==> src/hw/rtl/speed_profile_interpolator_macros.svh <==
// ---------------------------------------------------------------------------
// Speed profile interpolator assertion macros
// Shared concurrent assertion forms, clocked on clk and disabled in reset.
// ---------------------------------------------------------------------------
`ifndef SPEED_PROFILE_INTERPOLATOR_MACROS_SVH
`define SPEED_PROFILE_INTERPOLATOR_MACROS_SVH

// Same-cycle implication.
`define SPI_ASSERT_IMP(lbl, ant, cons) \
  lbl: assert property (@(posedge clk) disable iff (!rst_n) (ant) |-> (cons)) \
    else $error("spi: same-cycle check failed");

// Next-cycle implication.
`define SPI_ASSERT_NXT(lbl, ant, cons) \
  lbl: assert property (@(posedge clk) disable iff (!rst_n) (ant) |=> (cons)) \
    else $error("spi: next-cycle check failed");

`endif

==> src/hw/rtl/spi_pkg.sv <==
`timescale 1ns / 1ps
// ---------------------------------------------------------------------------
// Speed profile interpolator package
// Shared types, codes and the saturation helper.
// ---------------------------------------------------------------------------
package spi_pkg;

  localparam int MAX_POINTS_DEF = 64;
  localparam int DIV_STEPS      = 32;
  localparam int STEP_W         = $clog2(DIV_STEPS);

  typedef enum logic [2:0] {
    OP_APPEND       = 3'd0,
    OP_DIST_BY_TIME = 3'd1,
    OP_VEL_BY_DIST  = 3'd2,
    OP_ACC_BY_DIST  = 3'd3,
    OP_TIME_BY_DIST = 3'd4,
    OP_CLEAR        = 3'd5
  } op_t;

  typedef enum logic [1:0] {
    ST_OK    = 2'd0,
    ST_EMPTY = 2'd1,
    ST_FULL  = 2'd2,
    ST_SAT   = 2'd3
  } status_t;

  typedef enum logic [1:0] {
    S_IDLE,
    S_SCAN,
    S_CALC,
    S_DONE
  } ctl_state_t;

  typedef enum logic [1:0] {
    MD_IDLE,
    MD_MUL,
    MD_DIV,
    MD_FIN
  } md_state_t;

  typedef struct packed {
    logic               vld;
    logic               done;
    logic               interp;
    logic [2:0]         op;
    logic signed [31:0] q;
    logic signed [31:0] k0;
    logic signed [31:0] y0;
    logic signed [31:0] k1;
    logic signed [31:0] y1;
  } tok_t;

  typedef struct packed {
    logic               en;
    logic signed [31:0] distance;
    logic signed [31:0] tm;
    logic signed [31:0] vel;
    logic signed [31:0] acc;
  } wr_t;

  // Returns the saturation flag above the 32-bit saturated value.
  function automatic logic [32:0] sat32(input logic signed [33:0] v);
    logic [32:0] r;
    if (v > 34'sd2147483647) begin
      r = {1'b1, 32'h7FFF_FFFF};
    end else if (v < -34'sd2147483648) begin
      r = {1'b1, 32'h8000_0000};
    end else begin
      r = {1'b0, v[31:0]};
    end
    return r;
  endfunction

endpackage

==> src/hw/rtl/spi_cell.sv <==
`timescale 1ns / 1ps
// ---------------------------------------------------------------------------
// Profile point cell
// Holds one profile point and advances the search token by one place.
// ---------------------------------------------------------------------------
module spi_cell
  import spi_pkg::*;
#(
  parameter int MAX_POINTS = MAX_POINTS_DEF,
  parameter int IDX        = 0,
  localparam int IDX_W     = $clog2(MAX_POINTS),
  localparam int CNT_W     = $clog2(MAX_POINTS + 1)
) (
  input  logic             clk,
  input  logic             rst_n,
  input  wr_t              wr,
  input  logic [IDX_W-1:0] wr_idx,
  input  logic [CNT_W-1:0] count,
  input  tok_t             tok_i,
  output tok_t             tok_o
);

  logic signed [31:0] dist_r;
  logic signed [31:0] tm_r;
  logic signed [31:0] vel_r;
  logic signed [31:0] acc_r;
  tok_t               tok_r;
  tok_t               tok_nxt;
  logic signed [31:0] key;
  logic signed [31:0] val;
  logic               active;

  always_ff @(posedge clk) begin
    if (wr.en && (wr_idx == IDX_W'(IDX))) begin
      dist_r <= wr.distance;
      tm_r   <= wr.tm;
      vel_r  <= wr.vel;
      acc_r  <= wr.acc;
    end
  end

  always_comb begin
    key     = dist_r;
    val     = tm_r;
    active  = count > CNT_W'(IDX);
    tok_nxt = tok_i;
    unique case (tok_i.op)
      OP_DIST_BY_TIME: begin
        key = tm_r;
        val = dist_r;
      end
      OP_VEL_BY_DIST: begin
        val = vel_r;
      end
      OP_ACC_BY_DIST: begin
        val = acc_r;
      end
      default: begin
        val = tm_r;
      end
    endcase
    if (tok_i.vld && !tok_i.done && active) begin
      if (key >= tok_i.q) begin
        tok_nxt.done = 1'b1;
        if (IDX == 0) begin
          tok_nxt.y0 = val;
        end else begin
          tok_nxt.interp = 1'b1;
          tok_nxt.k1     = key;
          tok_nxt.y1     = val;
        end
      end else begin
        tok_nxt.k0 = key;
        tok_nxt.y0 = val;
      end
    end
  end

  always_ff @(posedge clk) begin
    if (!rst_n) begin
      tok_r.vld <= 1'b0;
    end else begin
      tok_r <= tok_nxt;
    end
  end

  assign tok_o = tok_r;

endmodule

==> config.mk <==
export PLATFORM = sky130hd
export DESIGN_NAME = spi_cell
export DESIGN_NICKNAME = d
export VERILOG_FILES = /design/src/hw/rtl/speed_profile_interpolator_macros.svh /design/src/hw/rtl/spi_pkg.sv /design/src/hw/rtl/spi_cell.sv
export SDC_FILE = /design/constraint.sdc
export NUM_CORES = 1
export LEC_CHECK = 0
export BUFFER_PORTS_ARGS = -buffer_cell sky130_fd_sc_hd__buf_2
export CAP_MARGIN = 40
export CORE_AREA = 4 4 180 182
export DETAILED_ROUTE_END_ITERATION = 6
export DIE_AREA = 0 0 184 186
export PLACE_DENSITY = 0.66
export SYNTH_ARGS = -nofsm -noshare
export SYNTH_HDL_FRONTEND = slang
export SYNTH_SLANG_ARGS = --single-unit
==> constraint.sdc <==
create_clock -name clk -period 15.55 [get_ports clk]
set_input_delay 0 -clock clk [delete_from_list [all_inputs] [get_ports clk]]
set_output_delay 0 -clock clk [all_outputs]
set_load 0.05 [all_outputs]
**Yosys cells after proc, flatten, opt, wreduce, memory -nomap -nowiden**

Cells that the tools add are included.

- Add/subtract/negate cells: 0
- Multiply operators: 0
- Div/mod/pow operators: 0
- Order comparisons: 2
- Equality and inequality tests: 3
- Shift-type cells: 0
- Multiplexer cells: 6
- Bitwise operators: 0
- Reduce and logical (&&, ||, !) cells: 5

Operators with widths:

| kind | count |
|---|---|
| $mux 128 | 1 |
| $pmux 32 s3 | 1 |
| $mux 32 | 2 |
| $ge 32x32->1 | 1 |
| $gt 7x1->1 const B | 1 |
| $eq 3x2->1 const B | 2 |
| $logic_not 6->1 | 1 |
| $mux 2 | 2 |
| $eq 3x1->1 const B | 1 |
| $logic_and 1x1->1 | 3 |
| $logic_not 1->1 | 1 |

- Flip-flop bits (word level): 294
- Bits in latches: 0
- Bits in writable memories: 0
- Memory bits (read-only): 0
- Bits of input ports: 310
- Memories: 0

**Depth between registers and ports, before layout**

- Word-level depth: 5
- Gate-level depth with buffers: 15

**Worst setup path before layout**

Ideal clock, no wire load.

- Path type: input-to-reg
- Start point: input port wr_idx[2]
- End point: register acc_r[0], enable pin
- Setup time: 0.943 ns
- Data arrival time: 12.720 ns
- Required time: 14.607 ns
- Setup slack: 1.887 ns
- Cell stages on the path: 2
- Path buffers: 0
- Cells stage by stage: or4b_2 > nor4_1

- Longest elaborated chain between the ends: 2

RTL lines:

| element | line | RTL |
|---|---|---|
| start: declaration | spi_cell.sv:17 | `input logic [IDX_W-1:0] wr_idx,` |
| $logic_not 6->1 | spi_cell.sv:34 | `if (wr.en && (wr_idx == IDX_W'(IDX))) begin` |
| $logic_and 1x1->1 | spi_cell.sv:34 |  |
| end signal: assignment | spi_cell.sv:38 | `acc_r <= wr.acc;` |
| end: declaration | spi_cell.sv:26 | `logic signed [31:0] acc_r;` |

No other way between the ends.
A chain may end at the register's enable or synchronous reset.

==> impl_results.md <==
- Achievable frequency: 0.201 GHz
- Clk slew on worst S/H paths: 0.06 ns
- Max-slew violations: 0
- Largest family of logic cells by synthesized area: multiplexers
- Crit path max fanout: 35
- Root Driver: clkbuf_16
- Cell depth of the worst flop-to-flop path: 10
- Sum of negative setup slack: 0 ns
- Total number of H-tree levels: 2
- Worst-Skew Late Latency: roughly 0.50 ns
- Arr. time, crit path: roughly 5.2 ns
- Post-CTS setup buffers: 0
- Asr flop ratio synth: 0%
- Initial Util: roughly two fifths
- # clock sinks: 294
- Avg WL per Cell: 21.6 um
- #FFs+latches synth: roughly 290
- Startpoint Class: primary input
- Switching part of the total: about 26%
- Die Span X: around 180 um
- CP Data Required Time: 15.80 ns
- Total die area: approximately 0.034 sq mm
- Worst Min Path Start: tok_i[162]
- CTS Buf Count: 34
- Maximum buffer depth of the clock tree: 3
- Post-Syn Area: between 0.01 and 0.015 sq mm
- Fin crit period: between 4 and 5 ns
- Setup slack, reg-to-reg: about 12 ns
- Sequential share of power: a little under half
- Internal power: between 0.0015 and 0.002 W
- Crit. End Element: flip-flop
- Ports: 476
- Yosys warns: 0
- Worst r2r dst: tok_o[164]
- GRT Util Overall: 23.3%
- Synth Area in Compound Gates: under 10%
- Cell total after placement: between 1.5k and 2k
- Sequential cell area fraction in the yosys report: between 70% and 80%
- Post-synth net total: 1056
- Area Growth Syn to Fin: 58.0%
- Adder-cell share of the synthesized area: roughly 3.4%
- Worst R2R Start: tm_r[18]
- Relative slew slack: between 30% and 40%
- Post-DP HPWL: between 20000 and 30000 um
- Via density per instance: roughly 4.9
- Most frequent cells in the layout: 474 x buf_2, 293 x edfxtp_1, 293 x dlygate4sd3_1, 46 x a21oi_1, 41 x nand2_1
- Combinational power share: between 10% and 20%
- Max-Cap Viols: 0
- Grt ovf: 0
- Peak supply drop: roughly 87 uV
- Final Hold Fails: 0
- Commonest non-fill, non-tap cell in the layout: buf_2
- Period utilization: between 30% and 40%
- Hold slack: between 0.1 and 0.15 ns
- Post-Synth Simple-Gate Area: a little under 4%
- Post-placement setup slack: between 10 and 15 ns
- Clk network pwr share: between 30% and 40%
- XOR/XNOR share of the synthesized area: 0%
- Netlist cell types: 40
- Iteration-0 DRC Markers: about 560
- FP Rows: 64
- Leakage power: 7.90 nW
- Number of flops mapped to enable cells by yosys: between 200 and 300
- Avg Inst Size Synth: between 15 and 20 sq um
- Switching power: 0.000529 W
- Endpoints failing setup: 0
- Hold Path Stages: 2
- Area post-placement: approximately 0.015 sq mm
- CTS tree: built
- Core Footprint: around 0.031 sq mm
- Die Y: 186 um
- Synthesized instance count: 714
- DRC errors left: 0
- DR pass1 iterations: 5
- First-pass GRT wire length: about 60000 um
- Ys flop type: edfxtp_1
- Routed Antenna Nets: 0
- Final net count: approximately 1.8k
- Cell Chain, Critical Path: buf_2 > buf_4 > nand2b_2 > nor2_4 > buf_16 > mux2_2 > ha_1 > nand4_1 > nor4_1 > nor2_1 > a31oi_1 > mux2i_2 > nand2_1 > a31o_2 > dlygate4sd3_1
- Worst Tran Pin Value: ~0.91 ns
- Final instance area: between 0.015 and 0.02 sq mm
- Cell Pwr Density: 109 mW/mm^2
- DR vias: about 9.5k
- Mux contribution to synthesized area: 9.76%
- GP Congestion: around 0.85
- Routed WL: just over 40000 um
- Slowest CP cell: nor2_4
- Slowest cell delay on critical path: around 0.66 ns
- Worst Setup Path Type: primary input to flip-flop
- Pin count of the biggest net entering global routing: 69
- Worst Clk Skew: 0.0107 ns
- Hold Path End: tok_o[162]
- Fin cells: roughly 1.9k
- Worst min path class: primary input to flip-flop
- Run status: complete, no violations
- Vias in the first global route: between 10k and 15k
- Buffers on Ports: 475
- Initial antenna violation count: 4
- Final WS setup: between 10 and 15 ns
- Layout cells sized above 1: 39.7%
- RSZ-0062 raised after global routing: no
==> final cells by class <==
type                            instances  area (sq um)
Timing Repair Buffer                  777          5420
Clock inverter                         12           106
Sequential cell                       294          8820
Tap cell                              396           495
Multi-Input combinational cell        356          2740
Antenna cell                            6          15.0
Inverter                               32           120
Fill cell                            2192         11900
Clock buffer                           48           977
==> logic make-up (layout without fill, tap and decap cells) <==
logic type / after synthesis / count (layout)
compound gates: 126 / 126
fa+ha+maj: 32 / 32
buf+inv: 64 / 869
flops: 294 / 294
mux: 96 / 96
other cells: 0 / 6
simple gates: 102 / 102
==> worst max path at each step <==
| stage | end | startpoint | depth (start not counted) | slack [ns] |
|---|---|---|---|---|
| floorplan | acc_r[0] | wr_idx[2] | 2 | 1.89 |
| global placement | tok_o[121] | tok_i[160] | 13 | 9.97 |
| detailed placement | tok_o[112] | tok_i[160] | 14 | 10.13 |
| CTS | tok_o[164] | tok_i[160] | 15 | 10.56 |
| global route | tok_o[164] | tok_i[160] | 15 | 10.33 |
| finish | tok_o[164] | tok_i[160] | 15 | 10.57 |
==> power by group through the flow <==
stage | sequential, W | combinational, W | clock [W]
after floorplan | 0.00106 | 0.0000556 | 0
after global placement | 0.000939 | 0.000273 | 0
after detailed placement | 0.000939 | 0.000277 | 0
after CTS | 0.000923 | 0.000337 | 0.000790
after global routing | 0.000927 | 0.000358 | 0.000829
final | 0.000924 | 0.000340 | 0.000777
==> registers in the layout, summed over array words and instances, names as in the netlist <==
signal  flops
dist_r     32
acc_r      32
tm_r       32
tok_o     166
vel_r      32
==> critical path: cells and delay by family <==
| kind | cells | cell delay (ns) |
|---|---|---|
| muxes | 2 | 0.73 |
| and+or+nand+nor | 6 | 2.31 |
| adders and majority gates | 1 | 0.29 |
| buffers and inverters | 4 | 1.36 |
| AOI/OAI and AO/OA | 2 | 0.50 |
==> cells in the mapped netlist, types with 2 or more instances <==
cell      count  area share [%]
nand4_1       5            0.26
o21ai_1       2           0.085
o22ai_1      32             1.7
mux2_4       30             3.8
ha_1         32             3.4
buf_12        3            0.51
clkbuf_1     23            0.73
nor2_1       38             1.2
nand2b_1      2            0.11
a31oi_1       2            0.11
nand2_1      41             1.3
nor4_1        3            0.16
a21oi_1      46             1.9
inv_1        32             1.0
buf_2         6            0.25
a21o_1        3            0.19
nand3_1       3            0.13
mux2_2       32             3.0
edfxtp_1    293              74
mux2i_1      33             2.8
o21ai_0      34             1.4
==> metal layers <==
layer | part of all wire, % | up-vias | track usage (%)
met5 | 0 | - | 0
met4 | 4.7 | 0 | 11.0
met3 | 8.2 | 150 | 5.77
met2 | 52 | 535 | 41.5
met1 | 36 | 4479 | 26.2
li1 | - | 4316 | -
==> repair_timing <==
item / in CTS / in global routing
endpoints found under the hold margin: 342 / 0
hold buffers: 293 / 0
resized for setup: 0 / 0
==> stage by stage <==
stage / utilization [%] / total power [W]
5_1_grt: 61.1 / 0.00211
4_1_cts: 61.1 / 0.00205
3_3_place_gp: 47.8 / 0.00121
2_1_floorplan: - / 0.00111
6_report: 61.1 / 0.00204
3_5_place_dp: 48.0 / 0.00122
No activity file was read; power rests on OpenSTA's default activity.
