===== config.mk =====
export PLATFORM = sky130hd
export DESIGN_NAME = spi_muldiv
export DESIGN_NICKNAME = d
export VERILOG_FILES = /design/src/hw/rtl/speed_profile_interpolator_macros.svh /design/src/hw/rtl/spi_pkg.sv /design/src/hw/rtl/spi_muldiv.sv
export SDC_FILE = /design/constraint.sdc
export NUM_CORES = 2
export LEC_CHECK = 0
export BUFFER_PORTS_ARGS = -buffer_cell sky130_fd_sc_hd__buf_2
export CAP_MARGIN = 20
export CORE_MARGIN = 1.5
export CORE_UTILIZATION = 57
export CTS_BUF_LIST = sky130_fd_sc_hd__clkbuf_4 sky130_fd_sc_hd__clkbuf_8
export CTS_CLUSTER_DIAMETER = 30
export DETAILED_ROUTE_END_ITERATION = 8
export PLACE_DENSITY = 0.82
export RECOVER_POWER = 25
export SLEW_MARGIN = 20
export SYNTH_ARGS = -nofsm -noshare
export SYNTH_HDL_FRONTEND = slang
export SYNTH_SLANG_ARGS = --single-unit

===== constraint.sdc =====
create_clock -name clk -period 8.3 [get_ports clk]
set_clock_uncertainty 0.1 [all_clocks]
set_input_delay 1.66 -clock clk [delete_from_list [all_inputs] [get_ports clk]]
set_output_delay 1.66 -clock clk [all_outputs]
set_load 0.02 [all_outputs]

===== src/hw/rtl/speed_profile_interpolator_macros.svh =====
// ---------------------------------------------------------------------------
// Speed profile interpolator assertion macros
// Shared concurrent assertion forms, clocked on clk and disabled in reset.
// ---------------------------------------------------------------------------
`ifndef SPEED_PROFILE_INTERPOLATOR_MACROS_SVH
`define SPEED_PROFILE_INTERPOLATOR_MACROS_SVH

// Same-cycle implication.
`define SPI_ASSERT_IMP(lbl, ant, cons) \
  lbl: assert property (@(posedge clk) disable iff (!rst_n) (ant) |-> (cons)) \
    else $error("spi: same-cycle check failed");

// Next-cycle implication.
`define SPI_ASSERT_NXT(lbl, ant, cons) \
  lbl: assert property (@(posedge clk) disable iff (!rst_n) (ant) |=> (cons)) \
    else $error("spi: next-cycle check failed");

`endif


===== src/hw/rtl/spi_pkg.sv =====
`timescale 1ns / 1ps
// ---------------------------------------------------------------------------
// Speed profile interpolator package
// Shared types, codes and the saturation helper.
// ---------------------------------------------------------------------------
package spi_pkg;

  localparam int MAX_POINTS_DEF = 64;
  localparam int DIV_STEPS      = 32;
  localparam int STEP_W         = $clog2(DIV_STEPS);

  typedef enum logic [2:0] {
    OP_APPEND       = 3'd0,
    OP_DIST_BY_TIME = 3'd1,
    OP_VEL_BY_DIST  = 3'd2,
    OP_ACC_BY_DIST  = 3'd3,
    OP_TIME_BY_DIST = 3'd4,
    OP_CLEAR        = 3'd5
  } op_t;

  typedef enum logic [1:0] {
    ST_OK    = 2'd0,
    ST_EMPTY = 2'd1,
    ST_FULL  = 2'd2,
    ST_SAT   = 2'd3
  } status_t;

  typedef enum logic [1:0] {
    S_IDLE,
    S_SCAN,
    S_CALC,
    S_DONE
  } ctl_state_t;

  typedef enum logic [1:0] {
    MD_IDLE,
    MD_MUL,
    MD_DIV,
    MD_FIN
  } md_state_t;

  typedef struct packed {
    logic               vld;
    logic               done;
    logic               interp;
    logic [2:0]         op;
    logic signed [31:0] q;
    logic signed [31:0] k0;
    logic signed [31:0] y0;
    logic signed [31:0] k1;
    logic signed [31:0] y1;
  } tok_t;

  typedef struct packed {
    logic               en;
    logic signed [31:0] distance;
    logic signed [31:0] tm;
    logic signed [31:0] vel;
    logic signed [31:0] acc;
  } wr_t;

  // Returns the saturation flag above the 32-bit saturated value.
  function automatic logic [32:0] sat32(input logic signed [33:0] v);
    logic [32:0] r;
    if (v > 34'sd2147483647) begin
      r = {1'b1, 32'h7FFF_FFFF};
    end else if (v < -34'sd2147483648) begin
      r = {1'b1, 32'h8000_0000};
    end else begin
      r = {1'b0, v[31:0]};
    end
    return r;
  endfunction

endpackage


===== src/hw/rtl/spi_muldiv.sv =====
`timescale 1ns / 1ps
// ---------------------------------------------------------------------------
// Interpolation step unit
// Computes y0 + trunc((y1 - y0) * (q - k0) / (k1 - k0)) with one multiply and
// a restoring division of one quotient bit per cycle, then saturates.
// ---------------------------------------------------------------------------
module spi_muldiv
  import spi_pkg::*;
(
  input  logic               clk,
  input  logic               rst_n,
  input  logic               start,
  input  logic signed [31:0] y0,
  input  logic signed [31:0] k0,
  input  logic signed [31:0] y1,
  input  logic signed [31:0] k1,
  input  logic signed [31:0] q,
  output logic               done,
  output logic signed [31:0] value,
  output logic               sat
);

  md_state_t          st_r, st_nxt;
  logic [STEP_W-1:0]  cnt_r, cnt_nxt;
  logic signed [31:0] y0_r, y0_nxt;
  logic               neg_r, neg_nxt;
  logic [31:0]        mag_r, mag_nxt;
  logic [31:0]        n_r, n_nxt;
  logic [31:0]        d_r, d_nxt;
  logic [31:0]        rem_r, rem_nxt;
  logic [31:0]        quo_r, quo_nxt;
  logic signed [32:0] dy;
  logic signed [32:0] dy_abs;
  logic [32:0]        n_full;
  logic [32:0]        d_full;
  logic [63:0]        prod;
  logic [32:0]        rem2;
  logic [32:0]        rem_sub;
  logic signed [33:0] sum;
  logic [32:0]        sat_res;

  always_ff @(posedge clk) begin
    if (!rst_n) begin
      st_r <= MD_IDLE;
    end else begin
      st_r <= st_nxt;
    end
  end

  always_ff @(posedge clk) begin
    cnt_r <= cnt_nxt;
    y0_r  <= y0_nxt;
    neg_r <= neg_nxt;
    mag_r <= mag_nxt;
    n_r   <= n_nxt;
    d_r   <= d_nxt;
    rem_r <= rem_nxt;
    quo_r <= quo_nxt;
  end

  always_comb begin
    st_nxt  = st_r;
    cnt_nxt = cnt_r;
    y0_nxt  = y0_r;
    neg_nxt = neg_r;
    mag_nxt = mag_r;
    n_nxt   = n_r;
    d_nxt   = d_r;
    rem_nxt = rem_r;
    quo_nxt = quo_r;
    done    = 1'b0;
    dy      = {y1[31], y1} - {y0[31], y0};
    dy_abs  = dy[32] ? -dy : dy;
    n_full  = {q[31], q} - {k0[31], k0};
    d_full  = {k1[31], k1} - {k0[31], k0};
    prod    = mag_r * n_r;
    rem2    = {rem_r, quo_r[31]};
    rem_sub = rem2 - {1'b0, d_r};
    sum     = neg_r ? ({{2{y0_r[31]}}, y0_r} - {2'b00, quo_r})
                    : ({{2{y0_r[31]}}, y0_r} + {2'b00, quo_r});
    sat_res = sat32(sum);
    value   = sat_res[31:0];
    sat     = sat_res[32];
    unique case (st_r)
      MD_IDLE: begin
        if (start) begin
          y0_nxt  = y0;
          neg_nxt = dy[32];
          mag_nxt = dy_abs[31:0];
          n_nxt   = n_full[31:0];
          d_nxt   = d_full[31:0];
          st_nxt  = MD_MUL;
        end
      end
      MD_MUL: begin
        rem_nxt = prod[63:32];
        quo_nxt = prod[31:0];
        cnt_nxt = '0;
        st_nxt  = MD_DIV;
      end
      MD_DIV: begin
        if (rem2 >= {1'b0, d_r}) begin
          rem_nxt = rem_sub[31:0];
          quo_nxt = {quo_r[30:0], 1'b1};
        end else begin
          rem_nxt = rem2[31:0];
          quo_nxt = {quo_r[30:0], 1'b0};
        end
        cnt_nxt = cnt_r + 1'b1;
        if (cnt_r == STEP_W'(DIV_STEPS - 1)) begin
          st_nxt = MD_FIN;
        end
      end
      MD_FIN: begin
        done   = 1'b1;
        st_nxt = MD_IDLE;
      end
      default: begin
        st_nxt = MD_IDLE;
      end
    endcase
  end

endmodule


=== Word level (Yosys, flattened, before mapping) ===
Index checks and enable logic that the tools add are counted.

* Multiply operators: 1
* Reductions and logical operators: 4
* $add $sub $neg: 8
* Equality and inequality tests: 6
* Magnitude comparators: 3
* Mux-type cells: 13

{| class="wikitable"
|+ Operators by type and width
! kind !! number
|-
| 32-bit case mux with 2 select lines || 2
|-
| 32-bit subtractor || 3
|-
| 33-bit two-way mux || 2
|-
| 32-bit by 32-bit multiplier with 64-bit output || 1
|-
| 32-bit two-way mux || 2
|-
| 32-bit by 33-bit adder with 34-bit output || 1
|-
| 34-bit by 32-bit > comparator with 1-bit output, second input constant || 1
|-
| 34-bit by 32-bit < comparator with 1-bit output, second input constant || 1
|-
| 34-bit two-way mux || 1
|-
| 32-bit by 33-bit subtractor with 34-bit output || 1
|-
| 33-bit by 32-bit greater-or-equal comparator with 1-bit output || 1
|-
| 32-bit by 32-bit subtractor with 33-bit output || 1
|-
| 32-bit negation || 1
|-
| 5-bit case mux with 2 select lines || 1
|-
| 2-bit case mux with 4 select lines || 1
|-
| 5-bit by 1-bit adder with 5-bit output, second input constant || 1
|-
| 5-bit == test, second input constant || 1
|-
| 2-bit == test, second input constant || 2
|-
| 2-bit two-way mux || 2
|-
| 2-bit != test, second input constant || 2
|-
| 2-bit AND reduction || 2
|-
| 2-bit by 1-bit == test with 1-bit output, second input constant || 1
|-
| 2-bit zero test || 1
|-
| 1-bit two-way mux || 2
|-
| 2-bit nonzero test || 1
|}

* Output and inout bits: 34
* Register bits after elaboration: 200
* Input port bits: 163
* Word-level logic and storage cells: 44

=== Depth between registers and ports, before layout ===
* Depth in word-level cells: 5
* Depth in mapped cells: 29
* Mapped depth without buffers: 27

=== Worst setup path before layout ===
OpenSTA, ideal clock, no wires.

* Path type: flip-flop to flip-flop
* From: register n_r[17]
* To: register rem_r[24], data pin
* Path slack: 0.752 ns
* Setup time: 0.266 ns
* Path buffers: 1
* Period minus slack after synthesis: 7.548 ns
* Stages on the path, launching flop included: 26
* Required time: 7.934 ns
* Data arrival time: 7.182 ns
* Cell sequence: edfxtp_1 -> clkbuf_1 -> and2_1 -> fa_1 -> inv_1 -> fa_1 -> inv_1 -> fa_1 -> inv_1 -> fa_1 -> inv_1 -> fa_1 -> fa_1 -> fa_1 -> fa_1 -> ha_1 -> a21o_1 -> a21o_1 -> a21o_1 -> a22o_1 -> a31o_2 -> a311oi_1 -> o21ai_0 -> a21oi_1 -> xor2_1 -> o21ai_0

* Word-level cells in the longest chain between the ends: 2

{| class="wikitable"
|+ RTL lines
! element !! line !! source
|-
| start, declared || spi_muldiv.sv:28 || <nowiki>logic [31:0] n_r, n_nxt;</nowiki>
|-
| start signal, assigned || spi_muldiv.sv:55 || <nowiki>n_r <= n_nxt;</nowiki>
|-
| 32-bit by 32-bit multiplier with 64-bit output || spi_muldiv.sv:76 || <nowiki>prod = mag_r * n_r;</nowiki>
|-
| 32-bit case mux with 2 select lines || spi_muldiv.sv:84 || <nowiki>unique case (st_r)</nowiki>
|-
| via rem_nxt[24] || spi_muldiv.sv:30 || <nowiki>logic [31:0] rem_r, rem_nxt;</nowiki>
|-
| end signal, assigned || spi_muldiv.sv:57 || <nowiki>rem_r <= rem_nxt;</nowiki>
|-
| end, declared || spi_muldiv.sv:30 ||
|}

The timed path passes the listed nets, and every way through them passes these cells.
A chain may end at the register's enable or synchronous reset.

=== Final worst setup path ===
* From: register mag_r[17]
* To: register rem_r[30], data pin

* Word-level cells in the longest chain between the ends: 2

{| class="wikitable"
|+ RTL lines
! element !! line !! source
|-
| start, declared || spi_muldiv.sv:27 || <nowiki>logic [31:0] mag_r, mag_nxt;</nowiki>
|-
| start signal, assigned || spi_muldiv.sv:54 || <nowiki>mag_r <= mag_nxt;</nowiki>
|-
| 32-bit by 32-bit multiplier with 64-bit output || spi_muldiv.sv:76 ||
|-
| 32-bit case mux with 2 select lines || spi_muldiv.sv:84 ||
|-
| via rem_nxt[30] || spi_muldiv.sv:30 ||
|}

The timed path passes the listed nets, and every way through them passes these cells.

==> impl_metrics.tcl <==
set metrics [dict create \
    final_util_pct 62.1 \
    die_w_um 299 \
    rows 108 \
    clock_sinks 200 \
    grt_max_degree 72 \
    die_area_um2 89600 \
    seqCellArea_um2 5990 \
    io_buffers 196 \
    numCtsBuffers 17 \
    dp_hpwl_mm 109 \
    syn_to_final_growth_pct 7.83 \
    multi_input_area_um2 39500 \
    r2r_setup_slack_ns 0.13 \
    whs_path_depth 2 \
    hold_start "st_r[0]" \
    final_layout_size_suffix_gt1_share_pct 8.04 \
    core_area_um2 86900 \
    netlist_top_cells_area "fa_1 36%, edfxtp_1 12%, ha_1 11%" \
    grt_pass1_wl_mm 216 \
    first_iter_violations 3466 \
    slew_headroom_pct -112 \
    synth_area_per_cell_um2 9.08 \
    violations "max-capacitance violations, max-slew violations" \
    status "finished with violations" \
    via_per_inst 5.77 \
    fmax_mhz 122 \
    drt_pre_antenna_iters 6 \
    r2r_start "mag_r[17]" \
    syn_inst 5513 \
    tns_ns 0 \
    cp_max_fo 6 \
    critPathKind "flop to flop" \
    holdPathEnd "st_r[0]" \
    synth_warnings 0 \
    setup_viol 0 \
    maxCapViolCount 1 \
    cts_tree "done" \
    num_vias 39400 \
    antenna_found_initial 5 \
    grt-ovfl-total 0 \
    tightest_slew_ns 3.18 \
    place.gp.congestion 0.953 \
    synthTopCellsByCount "1017 x inv_1, 901 x fa_1, 610 x and2_1" \
    cts.reportedPaths.clkPinSlew_ns 0.12 \
    drc 0 \
    synth_top_area_share_pct 36.0 \
    h-tree-depth 4 \
    start_util_pct 57.6 \
    slew_violations 71 \
    ys.flop_type "edfxtp_1" \
    cp.required_ns 8.63 \
    ctsHoldBuffers 0 \
    syn_nets 7007 \
    grt_pass1_vias 41100 \
    yosys_register_bits 200 \
    period_minus_slack_ns 8.17 \
    ant_nets 0 \
    synthDistinctLibCells 84 \
    grt.total_usage_pct 30.3 \
    drt_wl_total_mm 132 \
    synth_largest_area_cell "fa_1" \
    wl_per_cell_um 19.3 \
    fin_crit_sh_pct 98.5 \
    die_h_um 299 \
    n_fill_cell 7055 \
    synth_edf_count 198 \
    r2r-end "rem_r[30]" \
    clockRootBuffer "clkbuf_8" \
    yosysSeqAreaShare_pct 12.0 \
    start_kind "flop" \
    rr_worst_depth 26 \
    io_pins 197 \
    insertion_delay_ns 0.59 \
    synthArstFlopShare_pct 0 \
    cts_buffer_depth 2 \
    worstPathArrival_ns 8.51 \
    hold_violations 0 \
    hold_path_class "flop to flop" \
    cp-end-kind "flop" \
    synth.cell_area_um2 50000 \
    synth.most_common_cell "inv_1" \
    layout.nets 7156 \
]
==> cell usage in the layout (no fill, tap or decap), types with 20 or more instances in the layout <==
master / instances
nor2_1: 160
nand2b_1: 20
fa_1: 899
o21bai_1: 33
o31ai_1: 22
nor3_1: 47
a31oi_1: 27
inv_1: 1017
nand3_1: 35
o21ai_0: 172
edfxtp_1: 198
and2_1: 607
nor2b_1: 33
nand2_1: 604
nand4_1: 28
buf_12: 34
buf_2: 163
a21o_1: 104
buf_4: 151
clkbuf_1: 33
a21oi_1: 242
xor2_1: 77
ha_1: 425
o21a_1: 45
xnor2_1: 180
==> cell type report <==
type | count | share of cell area [%]
multi-input cells | 4038 | 73.2
clock buffers | 18 | 0.448
diodes | 3 | 0.0139
repair buffers | 388 | 5.25
well taps | 1155 | 2.68
inverters | 1017 | 7.08
flip-flops and latches | 200 | 11.1
clock inverters | 14 | 0.283
==> flip-flops by register name (all words and copies together), names as in the netlist <==
signal / cells
neg_r: 1
cnt_r: 5
n_r: 32
st_r: 2
d_r: 32
mag_r: 32
quo_r: 32
rem_r: 32
y0_r: 32
==> worst max-delay path, stage by stage, from the launching register on <==
cell	delay [ns]
edfxtp_1	0.52
buf_4	0.19
buf_4	0.14
and2_1	0.15
fa_1	0.56
fa_1	0.46
fa_1	0.52
inv_1	0.05
fa_1	0.48
inv_1	0.05
fa_1	0.48
fa_1	0.59
fa_1	0.47
fa_1	0.50
ha_4	0.33
nand4_1	0.16
or3_1	0.40
o21ai_0	0.18
a31oi_1	0.08
o31ai_2	0.13
buf_4	0.21
a31o_4	0.21
a31oi_4	0.12
a31o_2	0.29
o21ai_0	0.21
xor2_1	0.24
a2bb2oi_1	0.18
==> per-stage QoR <==
step | worst slack [ns] | std cells | area, µm² | hold slack, ns
2_1_floorplan | 0.752 | 5513 | 50000 | 0.384
3_3_place_gp | -0.298 | 6756 | 53000 | 0.399
3_5_place_dp | -0.210 | 6756 | 53000 | 0.419
4_1_cts | -0.0280 | 6799 | 53600 | 0.436
5_1_grt | -0.0250 | 6831 | 53900 | 0.451
6_report | 0.126 | 6833 | 54000 | 0.431
==> kinds of logic after synthesis <==
group	Yosys count	synth area share (%)
compound gates	798	10.1
xor+xnor	258	4.52
fa+ha+maj	1331	46.8
buf+inv	1275	9.57
flops	200	12.0
mux	27	0.568
simple gates	1624	16.5
==> how the worst max path moves through the flow <==
stage,startpoint,to,cells past startpoint
after floorplan,n_r[17],rem_r[24],25
after global placement,mag_r[11],rem_r[29],25
after detailed placement,mag_r[11],rem_r[29],25
after CTS,mag_r[18],rem_r[29],25
after global routing,mag_r[17],rem_r[18],27
final,mag_r[17],rem_r[30],26
==> metal layers <==
layer	track usage, %	wire length [µm]
met1	40.5	52100
met2	50.5	64000
met3	5.04	11400
met4	9.99	4060
met5	0	0
==> what timing repair did <==
| action | CTS | global route |
|---|---|---|
| buffers inserted | 11 | 31 |
| pin swaps | 0 | 9 |
| setup endpoints to repair | 15 | 26 |
| gates resized for setup | 4 | 37 |
Power is not shown: default switching activity piles up to over one toggle a cycle in this logic, so the estimate is an artifact.
